`config.mk`:
```
export PLATFORM = sky130hd
export DESIGN_NAME = gcode_arc_line_interpolator
export DESIGN_NICKNAME = d
export VERILOG_FILES = /design/src/rtl/core/garc_pkg.sv /design/src/rtl/core/gcode_arc_line_interpolator.sv
export SDC_FILE = /design/constraint.sdc
export NUM_CORES = 2
export LEC_CHECK = 0
export ABC_AREA = 1
export BUFFER_PORTS_ARGS = -buffer_cell sky130_fd_sc_hd__buf_2
export CORE_MARGIN = 5
export CORE_UTILIZATION = 30
export DETAILED_ROUTE_END_ITERATION = 16
export PLACE_DENSITY = 0.42
export SKIP_LAST_GASP = 1
export SLEW_MARGIN = 20
export SYNTH_ARGS = -nofsm -noshare
export SYNTH_HDL_FRONTEND = slang
export SYNTH_SLANG_ARGS = --single-unit
```
`constraint.sdc`:
```
create_clock -name aclk -period 13.4 [get_ports aclk]
set_input_delay 2.01 -clock aclk [delete_from_list [all_inputs] [get_ports aclk]]
set_output_delay 2.01 -clock aclk [all_outputs]
set_load 0.005 [all_outputs]
```
`src/rtl/core/garc_pkg.sv`:
```
// package: item types, request codes, cordic constants and arctangent table
package garc_pkg;

    localparam int COORD_W = 24;
    localparam int CORDIC_ITERS = 24;
    localparam int GUARD_BITS = 6;
    localparam int XW = 36;
    localparam int ZW = 34;
    localparam int PW = 52;
    localparam logic [14:0] INV_GAIN_HI = 15'd19898;
    localparam logic [14:0] INV_GAIN_LO = 15'd15210;
    localparam logic [31:0] HALF_TURN = 32'h8000_0000;
    localparam logic [31:0] QUARTER_TURN = 32'h4000_0000;

    localparam logic [1:0] REQ_RAPID = 2'd0;
    localparam logic [1:0] REQ_LINE = 2'd1;
    localparam logic [1:0] REQ_CW = 2'd2;
    localparam logic [1:0] REQ_CCW = 2'd3;

    typedef struct packed {
        logic [1:0] req_type;
        logic signed [COORD_W-1:0] target_x;
        logic signed [COORD_W-1:0] target_y;
        logic signed [COORD_W-1:0] centre_x;
        logic signed [COORD_W-1:0] centre_y;
    } garc_in_t;

    typedef struct packed {
        logic signed [COORD_W-1:0] seg_start_x;
        logic signed [COORD_W-1:0] seg_start_y;
        logic signed [COORD_W-1:0] seg_end_x;
        logic signed [COORD_W-1:0] seg_end_y;
        logic last_segment;
    } garc_out_t;

    typedef enum logic [3:0] {
        S_IDLE, S_VEC_LOAD, S_VEC_ITER, S_SWEEP, S_DIV, S_STEP, S_ROT_LOAD,
        S_ROT_ITER, S_MUL_HI, S_MUL_LO, S_GAIN, S_SAT, S_EMIT
    } garc_state_t;

    function automatic logic [31:0] atan_lut(input logic [4:0] i);
        logic [31:0] v;
        case (i)
            5'd0: v = 32'h20000000;
            5'd1: v = 32'h12E4051E;
            5'd2: v = 32'h09FB385B;
            5'd3: v = 32'h051111D4;
            5'd4: v = 32'h028B0D43;
            5'd5: v = 32'h0145D7E1;
            5'd6: v = 32'h00A2F61E;
            5'd7: v = 32'h00517C55;
            5'd8: v = 32'h0028BE53;
            5'd9: v = 32'h00145F2F;
            5'd10: v = 32'h000A2F98;
            5'd11: v = 32'h000517CC;
            5'd12: v = 32'h00028BE6;
            5'd13: v = 32'h000145F3;
            5'd14: v = 32'h0000A2F9;
            5'd15: v = 32'h0000517C;
            5'd16: v = 32'h000028BE;
            5'd17: v = 32'h0000145F;
            5'd18: v = 32'h00000A2F;
            5'd19: v = 32'h00000517;
            5'd20: v = 32'h0000028B;
            5'd21: v = 32'h00000145;
            5'd22: v = 32'h000000A2;
            5'd23: v = 32'h00000051;
            default: v = 32'h0;
        endcase
        return v;
    endfunction

endpackage

```
`src/rtl/core/gcode_arc_line_interpolator.sv`:
```
// top level: g-code line and arc interpolator with one shared cordic unit
//
//  channel | ports                     | item
//  s_      | s_valid s_ready s_item    | one motion command
//  m_      | m_valid m_ready m_item    | one drawn segment
//
//  rapid and line: done on acceptance, line plus output hand-off
//  arc: two vectoring passes, a sweep divide and ARC_SEGMENTS chords (none for a zero sweep), with one cordic iteration
//  per cycle and one shared multiplier used four times per chord
//  the next segment is computed while the previous one waits in m_item
//  reset clears position and control; s_ready is low while an item is in work
module gcode_arc_line_interpolator #(
    parameter int ARC_SEGMENTS = 60
) (
    input  logic aclk,
    input  logic aresetn,
    input  logic s_valid,
    output logic s_ready,
    input  garc_pkg::garc_in_t s_item,
    output logic m_valid,
    input  logic m_ready,
    output garc_pkg::garc_out_t m_item
);
    import garc_pkg::*;

    localparam int KW = $clog2(ARC_SEGMENTS + 1);
    localparam int RW = KW + 1;
    localparam int DIV_L = $clog2(ARC_SEGMENTS);
    localparam logic [KW-1:0] N_K = KW'(ARC_SEGMENTS);
    localparam logic [RW-1:0] N_R = RW'(ARC_SEGMENTS);
    localparam logic [31:0] N_W = 32'(ARC_SEGMENTS);
    localparam logic [32:0] DIV_M = 33'((64'd1 << (32 + DIV_L)) / 64'(ARC_SEGMENTS));
    localparam logic signed [COORD_W:0] SAT_HI = (COORD_W+1)'((1 << (COORD_W-1)) - 1);
    localparam logic signed [COORD_W:0] SAT_LO = -(COORD_W+1)'(1 << (COORD_W-1));

    garc_state_t state_reg, state_next;
    garc_in_t req_reg, req_next;
    garc_out_t out_reg, out_next;
    logic m_valid_reg, m_valid_next;
    logic signed [COORD_W-1:0] pos_x_reg, pos_x_next, pos_y_reg, pos_y_next;
    logic signed [COORD_W-1:0] px_reg, px_next, py_reg, py_next;
    logic signed [COORD_W-1:0] nx_reg, nx_next, ny_reg, ny_next;
    logic signed [COORD_W:0] dx_reg, dx_next, dy_reg, dy_next;
    logic signed [COORD_W:0] tdx_reg, tdx_next, tdy_reg, tdy_next;
    logic signed [XW-1:0] x_reg, x_next, y_reg, y_next;
    logic signed [ZW-1:0] z_reg, z_next;
    logic [4:0] it_reg, it_next;
    logic sel_reg, sel_next, zero_reg, zero_next, axis_reg, axis_next;
    logic [31:0] ac_reg, ac_next, at_reg, at_next, sweep_reg, sweep_next;
    logic [31:0] qs_reg, qs_next, q_reg, q_next, ang_reg, ang_next;
    logic [RW-1:0] rs_reg, rs_next, r_reg, r_next;
    logic [64:0] dp_reg, dp_next;
    logic [1:0] dc_reg, dc_next;
    logic [KW-1:0] k_reg, k_next;
    logic signed [PW-1:0] phi_reg, phi_next, plo_reg, plo_next;
    logic signed [ZW-1:0] rr_reg, rr_next;

    logic accept, out_free, dir_up, it_last;
    logic signed [XW-1:0] xs, ys, vx0, vy0, opnd;
    logic signed [COORD_W:0] vdx, vdy;
    logic [31:0] atan_v, ang_adj, sweep_calc;
    logic [RW-1:0] r_sum;
    logic [16:0] dm_op;
    logic [48:0] dmul;
    logic [31:0] q_est, r_est;
    logic signed [PW-1:0] mul_res, t_sum, rnd;
    logic signed [COORD_W+10:0] sum_c;
    logic signed [COORD_W-1:0] sat_v;

    assign accept = s_valid && s_ready;
    assign out_free = !m_valid_reg || m_ready;
    assign m_valid = m_valid_reg;
    assign m_item = out_reg;
    assign it_last = (it_reg == 5'(CORDIC_ITERS - 1));

    // shared cordic step
    assign xs = x_reg >>> it_reg;
    assign ys = y_reg >>> it_reg;
    assign atan_v = atan_lut(it_reg);
    assign dir_up = (state_reg == S_VEC_ITER) ? !(y_reg > 0) : (z_reg >= 0);

    assign vdx = sel_reg ? tdx_reg : dx_reg;
    assign vdy = sel_reg ? tdy_reg : dy_reg;
    assign vx0 = XW'(vdx) <<< GUARD_BITS;
    assign vy0 = XW'(vdy) <<< GUARD_BITS;
    assign ang_adj = ang_reg + QUARTER_TURN;

    assign sweep_calc = (req_reg.req_type == REQ_CCW) ? at_reg - ac_reg : ac_reg - at_reg;
    assign r_sum = r_reg + rs_reg;

    // sweep step by reciprocal multiply, one quotient fix-up
    assign dm_op = (dc_reg == 2'd0) ? DIV_M[32:16] : {1'b0, DIV_M[15:0]};
    assign dmul = sweep_reg * dm_op;
    assign q_est = 32'(dp_reg >> (32 + DIV_L));
    assign r_est = sweep_reg - q_est * N_W;

    // shared multiplier
    assign opnd = axis_reg ? y_reg : x_reg;
    assign mul_res = opnd * $signed({1'b0, (state_reg == S_MUL_HI) ? INV_GAIN_HI
                                                                    : INV_GAIN_LO});
    assign t_sum = phi_reg + (plo_reg >>> 15);
    assign rnd = (t_sum + (PW'(1) <<< (14 + GUARD_BITS))) >>> (15 + GUARD_BITS);
    assign sum_c = (COORD_W+11)'(axis_reg ? req_reg.centre_y : req_reg.centre_x)
                 + (COORD_W+11)'(rr_reg);
    assign sat_v = (sum_c > (COORD_W+11)'(SAT_HI)) ? SAT_HI[COORD_W-1:0]
                 : (sum_c < (COORD_W+11)'(SAT_LO)) ? SAT_LO[COORD_W-1:0]
                 : sum_c[COORD_W-1:0];

    // next state
    always_comb begin
        state_next = state_reg;
        unique case (state_reg)
            S_IDLE: begin
                if (accept && (s_item.req_type == REQ_CW || s_item.req_type == REQ_CCW)) begin
                    state_next = S_VEC_LOAD;
                end
            end
            S_VEC_LOAD: state_next = S_VEC_ITER;
            S_VEC_ITER: begin
                if (it_last) begin
                    state_next = sel_reg ? S_SWEEP : S_VEC_LOAD;
                end
            end
            S_SWEEP: state_next = (sweep_calc == 32'd0) ? S_IDLE : S_DIV;
            S_DIV: begin
                if (dc_reg == 2'd2) begin
                    state_next = S_STEP;
                end
            end
            S_STEP: state_next = S_ROT_LOAD;
            S_ROT_LOAD: state_next = S_ROT_ITER;
            S_ROT_ITER: begin
                if (it_last) begin
                    state_next = S_MUL_HI;
                end
            end
            S_MUL_HI: state_next = S_MUL_LO;
            S_MUL_LO: state_next = S_GAIN;
            S_GAIN: state_next = S_SAT;
            S_SAT: state_next = axis_reg ? S_EMIT : S_MUL_HI;
            S_EMIT: begin
                if (out_free) begin
                    state_next = (k_reg == N_K) ? S_IDLE : S_STEP;
                end
            end
            default: state_next = S_IDLE;
        endcase
    end

    // outputs and datapath
    always_comb begin
        s_ready = (state_reg == S_IDLE) && !m_valid_reg;
        req_next = req_reg;
        out_next = out_reg;
        m_valid_next = m_valid_reg && !m_ready;
        pos_x_next = pos_x_reg;
        pos_y_next = pos_y_reg;
        px_next = px_reg;
        py_next = py_reg;
        nx_next = nx_reg;
        ny_next = ny_reg;
        dx_next = dx_reg;
        dy_next = dy_reg;
        tdx_next = tdx_reg;
        tdy_next = tdy_reg;
        x_next = x_reg;
        y_next = y_reg;
        z_next = z_reg;
        it_next = it_reg;
        sel_next = sel_reg;
        zero_next = zero_reg;
        axis_next = axis_reg;
        ac_next = ac_reg;
        at_next = at_reg;
        sweep_next = sweep_reg;
        qs_next = qs_reg;
        q_next = q_reg;
        ang_next = ang_reg;
        rs_next = rs_reg;
        r_next = r_reg;
        dp_next = dp_reg;
        dc_next = dc_reg;
        k_next = k_reg;
        phi_next = phi_reg;
        plo_next = plo_reg;
        rr_next = rr_reg;
        unique case (state_reg)
            S_IDLE: begin
                if (accept) begin
                    req_next = s_item;
                    dx_next = (COORD_W+1)'(pos_x_reg) - (COORD_W+1)'(s_item.centre_x);
                    dy_next = (COORD_W+1)'(pos_y_reg) - (COORD_W+1)'(s_item.centre_y);
                    tdx_next = (COORD_W+1)'(s_item.target_x) - (COORD_W+1)'(s_item.centre_x);
                    tdy_next = (COORD_W+1)'(s_item.target_y) - (COORD_W+1)'(s_item.centre_y);
                    sel_next = 1'b0;
                    if (s_item.req_type == REQ_LINE) begin
                        out_next = '{pos_x_reg, pos_y_reg, s_item.target_x,
                                     s_item.target_y, 1'b1};
                        m_valid_next = 1'b1;
                    end
                    if (s_item.req_type == REQ_LINE || s_item.req_type == REQ_RAPID) begin
                        pos_x_next = s_item.target_x;
                        pos_y_next = s_item.target_y;
                    end
                end
            end
            S_VEC_LOAD: begin
                zero_next = (vdx == '0) && (vdy == '0);
                it_next = '0;
                if (vx0 < 0) begin
                    x_next = -vx0;
                    y_next = -vy0;
                    z_next = ZW'(HALF_TURN);
                end else begin
                    x_next = vx0;
                    y_next = vy0;
                    z_next = '0;
                end
            end
            S_VEC_ITER, S_ROT_ITER: begin
                if (dir_up) begin
                    x_next = x_reg - ys;
                    y_next = y_reg + xs;
                    z_next = z_reg - ZW'(atan_v);
                end else begin
                    x_next = x_reg + ys;
                    y_next = y_reg - xs;
                    z_next = z_reg + ZW'(atan_v);
                end
                it_next = it_reg + 5'd1;
                if (state_reg == S_VEC_ITER && it_last) begin
                    sel_next = 1'b1;
                    if (sel_reg) begin
                        at_next = zero_reg ? 32'd0 : z_next[31:0];
                    end else begin
                        ac_next = zero_reg ? 32'd0 : z_next[31:0];
                    end
                end
                if (state_reg == S_ROT_ITER && it_last) begin
                    axis_next = 1'b0;
                end
            end
            S_SWEEP: begin
                sweep_next = sweep_calc;
                dc_next = '0;
                if (sweep_calc == 32'd0) begin
                    pos_x_next = req_reg.target_x;
                    pos_y_next = req_reg.target_y;
                end
            end
            S_DIV: begin
                dc_next = dc_reg + 2'd1;
                if (dc_reg == 2'd0) begin
                    dp_next = {dmul, 16'd0};
                end else if (dc_reg == 2'd1) begin
                    dp_next = dp_reg + 65'(dmul);
                end else begin
                    if (r_est >= N_W) begin
                        qs_next = q_est + 32'd1;
                        rs_next = RW'(r_est - N_W);
                    end else begin
                        qs_next = q_est;
                        rs_next = RW'(r_est);
                    end
                    q_next = '0;
                    r_next = '0;
                    k_next = '0;
                    px_next = pos_x_reg;
                    py_next = pos_y_reg;
                end
            end
            S_STEP: begin
                k_next = k_reg + KW'(1);
                if (r_sum >= N_R) begin
                    r_next = r_sum - N_R;
                    q_next = q_reg + qs_reg + 32'd1;
                end else begin
                    r_next = r_sum;
                    q_next = q_reg + qs_reg;
                end
                ang_next = (req_reg.req_type == REQ_CCW) ? q_next : 32'd0 - q_next;
            end
            S_ROT_LOAD: begin
                it_next = '0;
                x_next = XW'(dx_reg) <<< GUARD_BITS;
                y_next = XW'(dy_reg) <<< GUARD_BITS;
                z_next = ZW'($signed(ang_reg));
                if (ang_adj >= HALF_TURN) begin
                    x_next = -(XW'(dx_reg) <<< GUARD_BITS);
                    y_next = -(XW'(dy_reg) <<< GUARD_BITS);
                    z_next = ZW'($signed(ang_reg + HALF_TURN));
                end
            end
            S_MUL_HI: phi_next = mul_res;
            S_MUL_LO: plo_next = mul_res;
            S_GAIN: rr_next = rnd[ZW-1:0];
            S_SAT: begin
                axis_next = 1'b1;
                if (axis_reg) begin
                    ny_next = sat_v;
                end else begin
                    nx_next = sat_v;
                end
            end
            S_EMIT: begin
                if (out_free) begin
                    out_next = '{px_reg, py_reg, nx_reg, ny_reg, k_reg == N_K};
                    m_valid_next = 1'b1;
                    px_next = nx_reg;
                    py_next = ny_reg;
                    if (k_reg == N_K) begin
                        pos_x_next = req_reg.target_x;
                        pos_y_next = req_reg.target_y;
                    end
                end
            end
            default: ;
        endcase
    end

    always_ff @(posedge aclk) begin
        if (!aresetn) begin
            state_reg <= S_IDLE;
            m_valid_reg <= 1'b0;
            pos_x_reg <= '0;
            pos_y_reg <= '0;
        end else begin
            state_reg <= state_next;
            m_valid_reg <= m_valid_next;
            pos_x_reg <= pos_x_next;
            pos_y_reg <= pos_y_next;
        end
    end

    always_ff @(posedge aclk) begin
        req_reg <= req_next;
        out_reg <= out_next;
        px_reg <= px_next;
        py_reg <= py_next;
        nx_reg <= nx_next;
        ny_reg <= ny_next;
        dx_reg <= dx_next;
        dy_reg <= dy_next;
        tdx_reg <= tdx_next;
        tdy_reg <= tdy_next;
        x_reg <= x_next;
        y_reg <= y_next;
        z_reg <= z_next;
        it_reg <= it_next;
        sel_reg <= sel_next;
        zero_reg <= zero_next;
        axis_reg <= axis_next;
        ac_reg <= ac_next;
        at_reg <= at_next;
        sweep_reg <= sweep_next;
        qs_reg <= qs_next;
        q_reg <= q_next;
        ang_reg <= ang_next;
        rs_reg <= rs_next;
        r_reg <= r_next;
        dp_reg <= dp_next;
        dc_reg <= dc_next;
        k_reg <= k_next;
        phi_reg <= phi_next;
        plo_reg <= plo_next;
        rr_reg <= rr_next;
    end

    a_accept_free: assert property (@(posedge aclk) disable iff (!aresetn)
        accept |-> !m_valid_reg)
        else $error("item accepted while a segment is pending");

    a_step_range: assert property (@(posedge aclk) disable iff (!aresetn)
        state_reg == S_STEP |-> (k_reg < N_K) && (r_reg < N_R))
        else $error("chord counter or angle remainder out of range");

    a_zero_sweep: assert property (@(posedge aclk) disable iff (!aresetn)
        (state_reg == S_SWEEP && sweep_calc == 32'd0) |=> state_reg == S_IDLE)
        else $error("zero sweep did not finish the arc");

    a_last_done: assert property (@(posedge aclk) disable iff (!aresetn)
        (state_reg == S_EMIT && out_free && k_reg == N_K) |=>
            (m_valid_reg && m_item.last_segment && state_reg == S_IDLE))
        else $error("final chord not flagged as last");

endmodule
```
==> run_results.csv <==
group,metric,value,unit
routing,viasPerCell,4.99,
worst_setup_path,start_kind,"flip-flop",
clock_tree,cts_sinks,981,
layout,largest_reg_flops,98,
sta,slew_headroom,19.8,%
clock_tree,cts_buffers,121,
outcome,outcome,"finished, final reports clean",
grt,grtUsageMet3,1.70,%
routing,drc,0,
clock_tree,cts_buffer_depth,3,
layout,layout.nets,14000,
clock_tree,cts_max_level,3,
grt,antenna_found_initial,23,
routing,firstDrtPassIters,6,
floorplan,start_util,30.1,%
yosys,yosysWarnings,0,
worst_setup_path,reg2reg_depth,24,
worst_setup_path,r2r_end,"plo_reg[50]",
worst_setup_path,criticalPathCategory,"reg2reg",
grt,overflow,0,
grt,grt_usage,21.2,%
clock_tree,clk_pin_slew_worst_paths,70,ps
yosys,ys_types,76,
clock_tree,cts_root_buf,"clkbuf_16",
sta,rsz0062_at_grt,"no",
clock_tree,ctsHoldBuffers,0,
grt,met1_usage,26.8,%
routing,drt_iter0_drc,6018,
worst_setup_path,endpoint_kind,"flip-flop",
worst_setup_path,r2r_start,"axis_reg",
layout,final_common_cell,"nand2_1",
clock_tree,cts_resized,0,
worst_setup_path,path_max_fanout,72,
grt,grt_pass1_wl,539000,um
yosys,syn_avg_cell_area,7.76,sq um
placed_design,portBuffers,200,
routing,routed_wl,360000,um
clock_tree,cts_tree,"yes",
flow_run,drv_cap,0,
sta,timing.fmax,118,MHz
layout,fill_cells,33800,
routing,ant_nets,0,
sta,fin_setup_tns,0,ps
yosys,synthArstFlopShare,0,%
floorplan,rows,207,
sta,fin_crit_sh,63.2,%
grt,grt.busiest_layer,"met2",
floorplan,ios,201,
layout,area_growth,10.7,%
sta,worst_slew_pin_slew,1200,ps
placed_design,place_congestion,0.929,
yosys,synth_edf_count,898,
floorplan,die_y,575,um
worst_setup_path,critical_path.endpoint,"plo_reg[50]",
yosys,syn_inst,12300,
sta,setup_ws,4930,ps
yosys,synth_seq_area_share,29.9,%
sta,hold_viol_final,0,
clock_tree,cts_setup_buffers,0,
sta,maxSlewViolCount,0,
worst_hold_path,hp-class,"reg2reg",
routing,wl_per_cell,21.4,um
sta,clock_skew,92.9,ps
yosys,ys_seq_elements,981,
layout,layout_common_cells,"2,985 x nand2_1, 1,790 x inv_1, 998 x nor2_1",
yosys,ys.flop_type,"edfxtp_1",
worst_setup_path,r2r_slack,4930,ps
floorplan,die_area,0.330,sq mm
sta,layout_min_cycle_time,8470,ps
clock_tree,clkLatencyLatePin,810,ps
floorplan,core,0.318,sq mm
placed_design,dpl_worst_slack,4980,ps
grt,grt_max_degree,112,
worst_setup_path,worstPathArrival,9010,ps
worst_setup_path,cp-startpoint,"axis_reg",
grt,met2_usage,38.5,%
worst_setup_path,cp.required,13930,ps
routing,vias,83800,
yosys,syn-cell-area,0.0957,sq mm
layout,drive_gt1_share,5.84,%
sta,setup_viol,0,
layout,seqCellArea,0.0286,sq mm
grt,grt_pass1_vias,84900,
layout,multi_input_area,0.0593,sq mm
floorplan,dieWidth,575,um
placed_design,dp_hpwl,300000,um
synth_stat cells (all sizes together) (6+ instances only):
| library cell | number | area share (%) |
|---|---|---|
| nand2 | 3008 | 12 |
| inv | 1818 | 7.1 |
| nor2 | 1052 | 4.3 |
| ha | 924 | 12 |
| a21oi | 905 | 4.7 |
| edfxtp | 898 | 28 |
| o21ai | 884 | 4.6 |
| nand3 | 548 | 2.9 |
| fa | 436 | 9.1 |
| xor2 | 327 | 3.0 |
| xnor2 | 187 | 1.7 |
| clkbuf | 162 | 0.64 |
| nand4 | 144 | 0.94 |
| nor3 | 136 | 0.74 |
| buf | 105 | 0.59 |
| a31oi | 99 | 0.65 |
| dfxtp | 83 | 1.7 |
| or2 | 81 | 0.53 |
| mux2i | 62 | 0.65 |
| o21a | 62 | 0.49 |
| o211ai | 60 | 0.47 |
| o221ai | 47 | 0.43 |
| a21o | 45 | 0.35 |
| nor4 | 42 | 0.27 |
| nand3b | 34 | 0.27 |
| a21boi | 27 | 0.21 |
| o21bai | 26 | 0.20 |
| mux2 | 23 | 0.27 |
| a211oi | 14 | 0.11 |
| o31ai | 12 | 0.099 |
| a221oi | 10 | 0.091 |
| clkinv | 10 | 0.039 |
| o311ai | 9 | 0.082 |
| and2 | 6 | 0.039 |
| o2111ai | 6 | 0.055 |
| o22ai | 6 | 0.039 |
worst min path at each step:
stage / startpoint / cells after the start / to
after floorplan: pos_x_reg[0] / 2 / pos_x_reg[0]
final: px_reg[2] / 2 / m_item[75]
after global routing: py_reg[19] / 2 / m_item[68]
after detailed placement: px_reg[2] / 2 / m_item[75]
after global placement: py_reg[19] / 2 / m_item[68]
after CTS: px_reg[2] / 2 / m_item[75]
metrics by stage:
stage / hold WS, ps / cell area (sq um) / util [%] / cells
2_1_floorplan: 474 / 95800 / - / 12300
3_3_place_gp: 504 / 102000 / 32.0 / 16600
3_5_place_dp: 503 / 102000 / 32.0 / 16600
4_1_cts: 518 / 106000 / 33.3 / 16800
5_1_grt: 538 / 106000 / 33.3 / 16800
6_report: 517 / 106000 / 33.3 / 16800
area by class of cell:
type                    instances  area share [%]
multi-input cells            9272            56.0
flip-flops and latches        981            27.0
inverters                    1828            6.49
well taps                    4180            4.94
clock buffers                 145            3.01
repair buffers                305            1.69
clock inverters                83           0.878
diodes                          4         0.00945
layer usage:
metal  share of wire (%)  routed length, um  vias to the layer above
met5              0.0033                 12                        -
met1                  43             155000                    40300
met2                  50             181000                     1769
met4                 3.0              10900                        2
met3                 3.4              12400                      402
li1                    -                  -                    41300
critical path: stages (launching register included):
cell and delay [ps]:
edfxtp_1 400, buf_4 330, o21ai_0 1000, nand2_1 240, fa_1 580, inv_1 100, fa_1 520, fa_1 520
inv_1 60, fa_1 480, inv_1 60, fa_1 500, fa_1 500, ha_1 390, nand2_1 90, inv_1 90
a21oi_1 100, o21ai_0 310, a31oi_1 170, o21ai_0 340, inv_1 110, o21ai_0 630, a21oi_1 230, o21ai_0 250
xor2_1 110
kinds of logic after synthesis:
group	synth area share, %
other cells	0.00785
mux	0.919
xor+xnor	4.74
simple gates	22.0
fa+ha+maj	21.2
buf+inv	8.40
flops	29.9
compound gates	12.9
Power is not shown: default switching activity piles up to over one toggle a cycle in this logic, so the estimate is an artifact.
